<file path="config.mk">
export PLATFORM = sky130hd
export DESIGN_NAME = roi_grid_dark_pixel_occupancy
export DESIGN_NICKNAME = d
export VERILOG_FILES = /design/src/sv/roigdp_pkg.sv /design/src/sv/roi_grid_dark_pixel_occupancy.sv
export VERILOG_INCLUDE_DIRS = /design/src /design/src/sv
export SDC_FILE = /design/constraint.sdc
export NUM_CORES = 1
export LEC_CHECK = 0
export ABC_AREA = 1
export BUFFER_PORTS_ARGS = -buffer_cell sky130_fd_sc_hd__buf_2
export CORE_MARGIN = 2
export CORE_UTILIZATION = 60
export DETAILED_ROUTE_END_ITERATION = 10
export PLACE_DENSITY = 0.83
export RECOVER_POWER = 25
export SLEW_MARGIN = 15
export SYNTH_ARGS = -nofsm -noshare
export SYNTH_HDL_FRONTEND = slang
export SYNTH_SLANG_ARGS = --single-unit
</file>
<file path="constraint.sdc">
create_clock -name clk_i -period 5.93 [get_ports clk_i]
set_input_delay 0.8895 -clock clk_i [delete_from_list [all_inputs] [get_ports clk_i]]
set_output_delay 0.8895 -clock clk_i [all_outputs]
set_load 0.005 [all_outputs]
</file>
<file path="src/sv/roi_grid_dark_pixel_occupancy_macros.svh">
// assertion helpers shared by the block's rtl
`ifndef ROI_GRID_DARK_PIXEL_OCCUPANCY_MACROS_SVH
`define ROI_GRID_DARK_PIXEL_OCCUPANCY_MACROS_SVH

// checked on every edge outside reset
`define RGDP_ASSERT(lbl, prop, msg) \
  lbl: assert property (@(posedge clk_i) disable iff (!rst_ni) prop) else $error(msg);

// checked on every edge, reset included
`define RGDP_ASSERT_ALWAYS(lbl, prop, msg) \
  lbl: assert property (@(posedge clk_i) prop) else $error(msg);

`endif

</file>
<file path="src/sv/roigdp_pkg.sv">
// ----------------------------------------------------------------------------
// roigdp_pkg
// Types, constants and helpers for the region-of-interest dark pixel grid.
// ----------------------------------------------------------------------------
`timescale 1ns / 1ps

package roigdp_pkg;

  localparam int unsigned GRID_CELLS = 9;

  localparam int unsigned PIX_W   = 8;
  localparam int unsigned POS_W   = 10;
  localparam int unsigned SIDE_W  = 9;
  localparam int unsigned CNT_W   = 15;
  localparam int unsigned CIDX_W  = 4;
  localparam int unsigned ADDR_W  = 5;
  localparam int unsigned DATA_W  = 32;

  localparam logic [POS_W-1:0]  FRAME_WIDTH_RST = 10'd640;
  localparam logic [POS_W-1:0]  ROI_LEFT_RST    = 10'd251;
  localparam logic [POS_W-1:0]  ROI_TOP_RST     = 10'd189;
  localparam logic [SIDE_W-1:0] ROI_SIDE_RST    = 9'd138;
  localparam logic [CNT_W-1:0]  THRESHOLD_RST   = 15'd265;

  localparam logic [CNT_W-1:0]  CNT_MAX = {CNT_W{1'b1}};

  // ceil(2^11 / 3), exact floor(x / 3) for any x below 2048
  localparam logic [10:0] Recip3 = 11'd683;

  typedef enum logic [2:0] {
    REG_FRAME_WIDTH = 3'd0,
    REG_ROI_LEFT    = 3'd1,
    REG_ROI_TOP     = 3'd2,
    REG_ROI_SIDE    = 3'd3,
    REG_THRESHOLD   = 3'd4
  } reg_idx_e;

  // floor(x / 3) by reciprocal multiply
  function automatic logic [SIDE_W-1:0] third_of(input logic [SIDE_W:0] x);
    logic [20:0] prod;
    prod = 21'(x) * 21'(Recip3);
    return prod[19:11];
  endfunction

endpackage

</file>
<file path="src/sv/roi_grid_dark_pixel_occupancy.sv">
// ----------------------------------------------------------------------------
// roi_grid_dark_pixel_occupancy
// Counts zero-valued pixels in the nine cells of a 3x3 grid laid over a
// square region of a raster frame, and reports the counts at frame end.
// ----------------------------------------------------------------------------
//  channel  direction  handshake                payload
//  in       slave      in_valid_i / in_ready_o  pixel_value_i, frame_end_i
//  out      master     out_valid_o / out_ready_i cell_index_o, dark_count_o,
//                                               occupied_o, last_cell_o
//  cfg      apb slave  psel/penable/pwrite      paddr, pwdata, prdata
//
//  one pixel beat per cycle unless stalled; two stages: cell lookup, then
//  counter update; a frame-end beat yields nine result beats, one per cycle
//  unless stalled, from a snapshot; the next frame counts while it drains;
//  a second frame end waits in the update stage until the snapshot is free
//  reset clears positions, counters and handshake state; no clearing pass
// ----------------------------------------------------------------------------
`timescale 1ns / 1ps

module roi_grid_dark_pixel_occupancy #(
  parameter int unsigned GRID_CELLS = roigdp_pkg::GRID_CELLS
) (
  input  logic                            clk_i,
  input  logic                            rst_ni,
  // pixel input
  input  logic                            in_valid_i,
  output logic                            in_ready_o,
  input  logic [roigdp_pkg::PIX_W-1:0]    pixel_value_i,
  input  logic                            frame_end_i,
  // cell results
  output logic                            out_valid_o,
  input  logic                            out_ready_i,
  output logic [roigdp_pkg::CIDX_W-1:0]   cell_index_o,
  output logic [roigdp_pkg::CNT_W-1:0]    dark_count_o,
  output logic                            occupied_o,
  output logic                            last_cell_o,
  // configuration
  input  logic                            psel,
  input  logic                            penable,
  input  logic                            pwrite,
  input  logic [roigdp_pkg::ADDR_W-1:0]   paddr,
  input  logic [roigdp_pkg::DATA_W-1:0]   pwdata,
  output logic [roigdp_pkg::DATA_W-1:0]   prdata,
  output logic                            pready
);

  localparam int unsigned IdxW  = $clog2(GRID_CELLS);
  localparam int unsigned PosW  = roigdp_pkg::POS_W;
  localparam int unsigned SideW = roigdp_pkg::SIDE_W;
  localparam int unsigned CntW  = roigdp_pkg::CNT_W;
  localparam logic [IdxW-1:0] LastIdx = IdxW'(GRID_CELLS - 1);

  // --------------------------------------------------------------------------
  // configuration registers
  // --------------------------------------------------------------------------
  logic [PosW-1:0]  frame_width_q, roi_left_q, roi_top_q;
  logic [SideW-1:0] roi_side_q, third1_q, third2_q;
  logic [CntW-1:0]  threshold_q;
  logic             cfg_wr;
  roigdp_pkg::reg_idx_e cfg_idx;

  assign pready  = 1'b1;
  assign cfg_wr  = psel && penable && pwrite;
  assign cfg_idx = roigdp_pkg::reg_idx_e'(paddr[4:2]);

  always_ff @(posedge clk_i or negedge rst_ni) begin
    if (!rst_ni) begin
      frame_width_q <= roigdp_pkg::FRAME_WIDTH_RST;
      roi_left_q    <= roigdp_pkg::ROI_LEFT_RST;
      roi_top_q     <= roigdp_pkg::ROI_TOP_RST;
      roi_side_q    <= roigdp_pkg::ROI_SIDE_RST;
      third1_q      <= roigdp_pkg::third_of({1'b0, roigdp_pkg::ROI_SIDE_RST});
      third2_q      <= roigdp_pkg::third_of({roigdp_pkg::ROI_SIDE_RST, 1'b0});
      threshold_q   <= roigdp_pkg::THRESHOLD_RST;
    end else if (cfg_wr) begin
      unique case (cfg_idx)
        roigdp_pkg::REG_FRAME_WIDTH: frame_width_q <= pwdata[PosW-1:0];
        roigdp_pkg::REG_ROI_LEFT:    roi_left_q    <= pwdata[PosW-1:0];
        roigdp_pkg::REG_ROI_TOP:     roi_top_q     <= pwdata[PosW-1:0];
        roigdp_pkg::REG_ROI_SIDE: begin
          roi_side_q <= pwdata[SideW-1:0];
          // band edges at side/3 and 2*side/3
          third1_q   <= roigdp_pkg::third_of({1'b0, pwdata[SideW-1:0]});
          third2_q   <= roigdp_pkg::third_of({pwdata[SideW-1:0], 1'b0});
        end
        roigdp_pkg::REG_THRESHOLD:   threshold_q   <= pwdata[CntW-1:0];
        default: ;
      endcase
    end
  end

  always_comb begin
    prdata = '0;
    unique case (cfg_idx)
      roigdp_pkg::REG_FRAME_WIDTH: prdata = 32'(frame_width_q);
      roigdp_pkg::REG_ROI_LEFT:    prdata = 32'(roi_left_q);
      roigdp_pkg::REG_ROI_TOP:     prdata = 32'(roi_top_q);
      roigdp_pkg::REG_ROI_SIDE:    prdata = 32'(roi_side_q);
      roigdp_pkg::REG_THRESHOLD:   prdata = 32'(threshold_q);
      default:                     prdata = '0;
    endcase
  end

  // --------------------------------------------------------------------------
  // stage 0: position tracking and cell lookup
  // --------------------------------------------------------------------------
  logic            in_acc;
  logic [PosW-1:0] col_q, row_q, col_d, row_d;
  logic [PosW:0]   col_inc;
  logic [PosW-1:0] col_off, row_off;
  logic            in_roi;
  logic [1:0]      col_band, row_band;
  logic [IdxW-1:0] cell_idx;

  assign in_acc  = in_valid_i && in_ready_o;
  assign col_off = col_q - roi_left_q;
  assign row_off = row_q - roi_top_q;
  assign in_roi  = (col_q >= roi_left_q) && (col_off < PosW'(roi_side_q)) &&
                   (row_q >= roi_top_q)  && (row_off < PosW'(roi_side_q));

  always_comb begin
    priority if (col_off < PosW'(third1_q)) col_band = 2'd0;
    else if (col_off < PosW'(third2_q))     col_band = 2'd1;
    else                                    col_band = 2'd2;
    priority if (row_off < PosW'(third1_q)) row_band = 2'd0;
    else if (row_off < PosW'(third2_q))     row_band = 2'd1;
    else                                    row_band = 2'd2;
  end

  assign cell_idx = IdxW'({row_band, 1'b0}) + IdxW'(row_band) + IdxW'(col_band);

  always_comb begin
    col_inc = {1'b0, col_q} + 1'b1;
    col_d   = col_inc[PosW-1:0];
    row_d   = row_q;
    if (col_inc >= {1'b0, frame_width_q}) begin
      col_d = '0;
      row_d = row_q + 1'b1;
    end
    if (frame_end_i) begin
      col_d = '0;
      row_d = '0;
    end
  end

  always_ff @(posedge clk_i or negedge rst_ni) begin
    if (!rst_ni) begin
      col_q <= '0;
      row_q <= '0;
    end else if (in_acc) begin
      col_q <= col_d;
      row_q <= row_d;
    end
  end

  // --------------------------------------------------------------------------
  // stage 1: counter update and snapshot at frame end
  // --------------------------------------------------------------------------
  logic            s1_valid_q, s1_hit_q, s1_fend_q, s1_adv;
  logic [IdxW-1:0] s1_cell_q;
  logic            emit_busy_q;

  assign s1_adv     = s1_valid_q && !(s1_fend_q && emit_busy_q);
  assign in_ready_o = !s1_valid_q || s1_adv;

  always_ff @(posedge clk_i or negedge rst_ni) begin
    if (!rst_ni) begin
      s1_valid_q <= 1'b0;
    end else if (in_ready_o) begin
      s1_valid_q <= in_valid_i;
    end
  end

  always_ff @(posedge clk_i) begin
    if (in_acc) begin
      s1_hit_q  <= in_roi && (pixel_value_i == '0);
      s1_fend_q <= frame_end_i;
      s1_cell_q <= cell_idx;
    end
  end

  logic [CntW-1:0] cnt_q [GRID_CELLS];
  logic [CntW-1:0] cnt_upd [GRID_CELLS];
  logic [CntW-1:0] snap_q [GRID_CELLS];

  always_comb begin
    for (int k = 0; k < GRID_CELLS; k++) begin
      cnt_upd[k] = cnt_q[k];
    end
    // saturating increment of the addressed cell
    if (s1_adv && s1_hit_q && (cnt_q[s1_cell_q] != roigdp_pkg::CNT_MAX)) begin
      cnt_upd[s1_cell_q] = cnt_q[s1_cell_q] + 1'b1;
    end
  end

  always_ff @(posedge clk_i or negedge rst_ni) begin
    if (!rst_ni) begin
      for (int k = 0; k < GRID_CELLS; k++) cnt_q[k] <= '0;
    end else if (s1_adv) begin
      for (int k = 0; k < GRID_CELLS; k++) begin
        cnt_q[k] <= s1_fend_q ? '0 : cnt_upd[k];
      end
    end
  end

  always_ff @(posedge clk_i) begin
    if (s1_adv && s1_fend_q) begin
      for (int k = 0; k < GRID_CELLS; k++) snap_q[k] <= cnt_upd[k];
    end
  end

  // --------------------------------------------------------------------------
  // result emitter: walks the snapshot into the output register
  // --------------------------------------------------------------------------
  logic            out_load, out_valid_q;
  logic [IdxW-1:0] emit_idx_q;

  assign out_load = emit_busy_q && (!out_valid_q || out_ready_i);

  always_ff @(posedge clk_i or negedge rst_ni) begin
    if (!rst_ni) begin
      emit_busy_q <= 1'b0;
      emit_idx_q  <= '0;
      out_valid_q <= 1'b0;
    end else begin
      if (s1_adv && s1_fend_q) begin
        emit_busy_q <= 1'b1;
        emit_idx_q  <= '0;
      end else if (out_load) begin
        if (emit_idx_q == LastIdx) begin
          emit_busy_q <= 1'b0;
          emit_idx_q  <= '0;
        end else begin
          emit_idx_q <= emit_idx_q + 1'b1;
        end
      end
      if (out_load) begin
        out_valid_q <= 1'b1;
      end else if (out_ready_i) begin
        out_valid_q <= 1'b0;
      end
    end
  end

  always_ff @(posedge clk_i) begin
    if (out_load) begin
      cell_index_o <= roigdp_pkg::CIDX_W'(emit_idx_q);
      dark_count_o <= snap_q[emit_idx_q];
      occupied_o   <= snap_q[emit_idx_q] >= threshold_q;
      last_cell_o  <= emit_idx_q == LastIdx;
    end
  end

  assign out_valid_o = out_valid_q;

  // --------------------------------------------------------------------------
  // assertions
  // --------------------------------------------------------------------------
  `include "roi_grid_dark_pixel_occupancy_macros.svh"

  `RGDP_ASSERT(a_snap_guard, (s1_valid_q && s1_fend_q && emit_busy_q) |-> !s1_adv, "snapshot overwritten while draining")
  `RGDP_ASSERT(a_emit_start, (s1_adv && s1_fend_q) |=> emit_busy_q, "frame end did not start the emitter")
  `RGDP_ASSERT(a_last_idx, (out_valid_o && last_cell_o) |-> (cell_index_o == roigdp_pkg::CIDX_W'(LastIdx)), "last beat on wrong cell")
  `RGDP_ASSERT(a_pos_clear, (in_acc && frame_end_i) |=> (col_q == '0 && row_q == '0), "positions not cleared at frame end")
  `RGDP_ASSERT_ALWAYS(a_rst_idle, !rst_ni |=> (!out_valid_o && !emit_busy_q), "emitter active in reset")

endmodule
</file>
==> flow_summary_export.csv <==
group,metric,value,unit
timing,rsz0062_at_grt,"no",
timing,relSlewSlack,-98.1,%
worst_setup_path,critPathLaunch,"emit_idx_q[0]",
synthesis,syn_area,24100,um2
clock_network,htreeDepth,2,
global_routing,grt_pass1_wl,112000,um
worst_setup_path,r2r_cells,16,
clock_network,cts_hold_buf,0,
worst_setup_path,cp-endpoint,"occupied_o",
routing,drtIter0Drc,2367,
finish,drive_above_1_share,7.41,%
power_and_ir_drop,p_per_area,445,nW/um2
synthesis,syn_inst,3087,
finish,final_nets,3344,
clock_network,clk_path_buf_depth,3,
clock_network,post_cts_buffers,0,
placed_design,pre_cts_slack,1.22,ns
synthesis,ys_ff_latch,387,
timing,setup_ws,0.972,ns
timing,hold_viol,0,
timing,worstMarginPinSlew,2.97,ns
worst_setup_path,worstPathMaxFanout,32,
global_routing,grt_pass1_vias,21500,
clock_network,root_buffer,"clkbuf_16",
floorplan,boundaryPins,109,
worst_setup_path,worstSetupEndpointType,"flop",
clock_network,clkSinkCount,387,
clock_network,cts_tree,"built",
timing,slew_viol_final,261,
synthesis,yosys_warnings,0,
finish,area_growth,8.63,%
outcome,violations,"max-capacitance violations, max-slew violations",
timing,fin_worst_skew,0.0162,ns
worst_setup_path,critical_path_class,"reg -> reg",
timing,timing.fmax,202,MHz
finish,fillers,3083,
routing,vias,21600,
worst_setup_path,r2r_start,"emit_idx_q[0]",
clock_network,cts_buffers,42,
finish,diodes,0,
floorplan,rows,73,
floorplan,die_y,204,um
routing,drt-vias-per-instance,5.87,
placed_design,routabilityCongestion,0.971,
routing,ant_nets,0,
worst_setup_path,worstPathRequired,6.20,ns
min_path,whs_path_depth,2,
power_and_ir_drop,leakage,13.2,nW
min_path,min_path_type,"reg -> reg",
routing,drc,0,
routing,postRouteWirelength,71300,um
flow_run,drv_cap,3,
global_routing,grt_use_total,34.5,%
floorplan,die_w,204,um
worst_setup_path,startpoint_type,"flop",
placed_design,port_buffers,71,
timing,setup-tns-final,0,ns
floorplan,fp.dieArea,41800,um2
timing,min_period,4.96,ns
timing,fin_crit_sh,83.6,%
global_routing,grt_max_degree,115,
global_routing,antenna_found_initial,0,
worst_setup_path,cp_data_arrival_time,5.23,ns
synthesis,syn_area_per_cell,7.80,um2
synthesis,synth.distinct_cells,50,
clock_network,cts-resized-gates,0,
clock_network,clkTransAtPathRegs,0.06,ns
outcome,status,"complete, but fails checks",
routing,dr.pass1.iters,6,
worst_setup_path,rrSetupSlack,0.97,ns
floorplan,core_area,39600,um2
global_routing,overflow,0,
floorplan,initial_core_util,60.7,%
routing,wl_per_cell,19.3,um
timing,finalSetupViolCount,0,
timing,holdWs,0.482,ns
placed_design,hpwlAfterDp,47800,um
worst_setup_path,worstReg2RegEnd,"occupied_o",
clock_network,insertion_delay,0.56,ns
synthesis,seq_area_frac_synth,43.7,%
power_and_ir_drop,ir_worst_vdd,0.000238,V
## critical path, stage by stage, from the launching register on
cell	delay (ns)
dfrtp_2	0.34
clkbuf_1	1.22
inv_2	0.69
buf_4	0.44
o21ai_0	0.22
o22ai_1	0.11
a21oi_1	0.15
a21oi_1	0.18
ha_1	0.33
nand2_1	0.10
nor2_1	0.05
a211oi_1	0.15
o21ai_0	0.10
o21ai_0	0.16
a21oi_1	0.08
o21ai_0	0.17
nand3_1	0.14
## state kept, by name, indices dropped and copies added (netlist names), 4 cells and up
signal,count
cnt_q,135
snap_q,135
dark_count_o,15
threshold_q,15
col_q,10
frame_width_q,10
roi_left_q,10
roi_top_q,10
row_q,10
roi_side_q,9
third2_q,9
cell_index_o,4
emit_idx_q,4
s1_cell_q,4
## per-layer routing
| metal | routed length, um | up-vias | share of wire [%] | global-route usage (%) |
|---|---|---|---|---|
| li1 | - | 10000 | - | - |
| met1 | 26400 | 10000 | 37 | 43.0 |
| met2 | 32900 | 1264 | 46 | 56.3 |
| met3 | 7670 | 320 | 11 | 6.78 |
| met4 | 4220 | 0 | 5.9 | 19.6 |
| met5 | 0 | - | 0 | 0 |
## power by group
part / internal (mW) / total [mW] / switching [mW]
Combinational: 1.63 / 5.35 / 3.71
Clock: 1.47 / 2.57 / 1.10
Sequential: 3.39 / 3.71 / 0.321
## cell families after synthesis
kind of cell / synth area share [%]
buf+inv: 8.69
flops: 43.7
compound gates: 9.93
fa+ha+maj: 9.27
xor+xnor: 1.20
simple gates: 27.2
other cells: 0.0312
## cells in the final DEF, fill, tap and decap left out, types with 20 or more instances in the layout
master        n
a21oi_1     100
and2_1       64
buf_2        69
buf_4        39
clkbuf_16    43
dfrtp_1     199
dfstp_2      25
edfxtp_1    162
fa_1         24
ha_1        140
inv_1       366
nand2_1    1053
nand3_1     206
nor2_1      174
o21a_1       46
o21ai_0     188
o22ai_1      35
xor2_1       20
## area by class of cell
cell class	instances	area (um2)	area share, %
clock inverter	16	118	0.450
inverter	379	1430	5.45
timing repair buffer	115	669	2.56
multi-input combinational	2202	11500	44.1
clock buffer	61	1210	4.64
tap	525	657	2.51
sequential	387	10500	40.2
## through the flow
| stage | std cells | instance area, um2 | util, % | power, mW |
|---|---|---|---|---|
| floorplan | 3103 | 24100 | - | 7.15 |
| global placement | 3608 | 24900 | 62.7 | 8.68 |
| detailed placement | 3608 | 24900 | 62.7 | 8.90 |
| CTS | 3685 | 26200 | 66.1 | 11.5 |
| global route | 3685 | 26200 | 66.0 | 12.3 |
| finish | 3685 | 26200 | 66.0 | 11.6 |
## Yosys cell counts, drive strengths merged
library cell | number | area [um2]
conb | 2 | 7.51
nand3 | 207 | 1040
xor2 | 20 | 175
o2111ai | 2 | 17.5
clkinv | 6 | 22.5
xnor2 | 13 | 114
o41ai | 1 | 8.76
o21bai | 1 | 7.51
ha | 140 | 1750
a221oi | 7 | 61.3
a211oi | 1 | 7.51
o31ai | 9 | 67.6
inv | 373 | 1400
o21a | 46 | 345
a31oi | 2 | 12.5
o221ai | 6 | 52.6
buf | 63 | 399
and2 | 64 | 400
a21o | 5 | 37.5
nor2 | 192 | 823
o211ai | 5 | 37.5
dfstp | 25 | 657
fa | 24 | 480
nor4 | 3 | 18.8
nand3b | 3 | 22.5
nand4 | 18 | 113
o21ai | 195 | 976
o22ai | 35 | 219
dfrtp | 200 | 5000
edfxtp | 162 | 4860
nand2 | 1058 | 4000
a21oi | 100 | 500
o2111a | 1 | 11.3
or4 | 1 | 7.51
clkbuf | 72 | 270
and3 | 1 | 6.26
a221o | 3 | 30.0
or2 | 3 | 18.8
nor3 | 18 | 90.1
## worst min path at each step
stage	startpoint	endpoint	slack (ns)
4_1_cts	rst_ni	third2_q[0]	0.46
5_1_grt	cnt_q[58]	cnt_q[58]	0.50
2_1_floorplan	emit_idx_q[2]	cell_index_o[2]	0.42
3_5_place_dp	cnt_q[76]	cnt_q[76]	0.47
6_report	cnt_q[76]	cnt_q[76]	0.48
3_3_place_gp	cnt_q[90]	cnt_q[90]	0.46
Note: power is estimated with default switching activity, not from simulation.
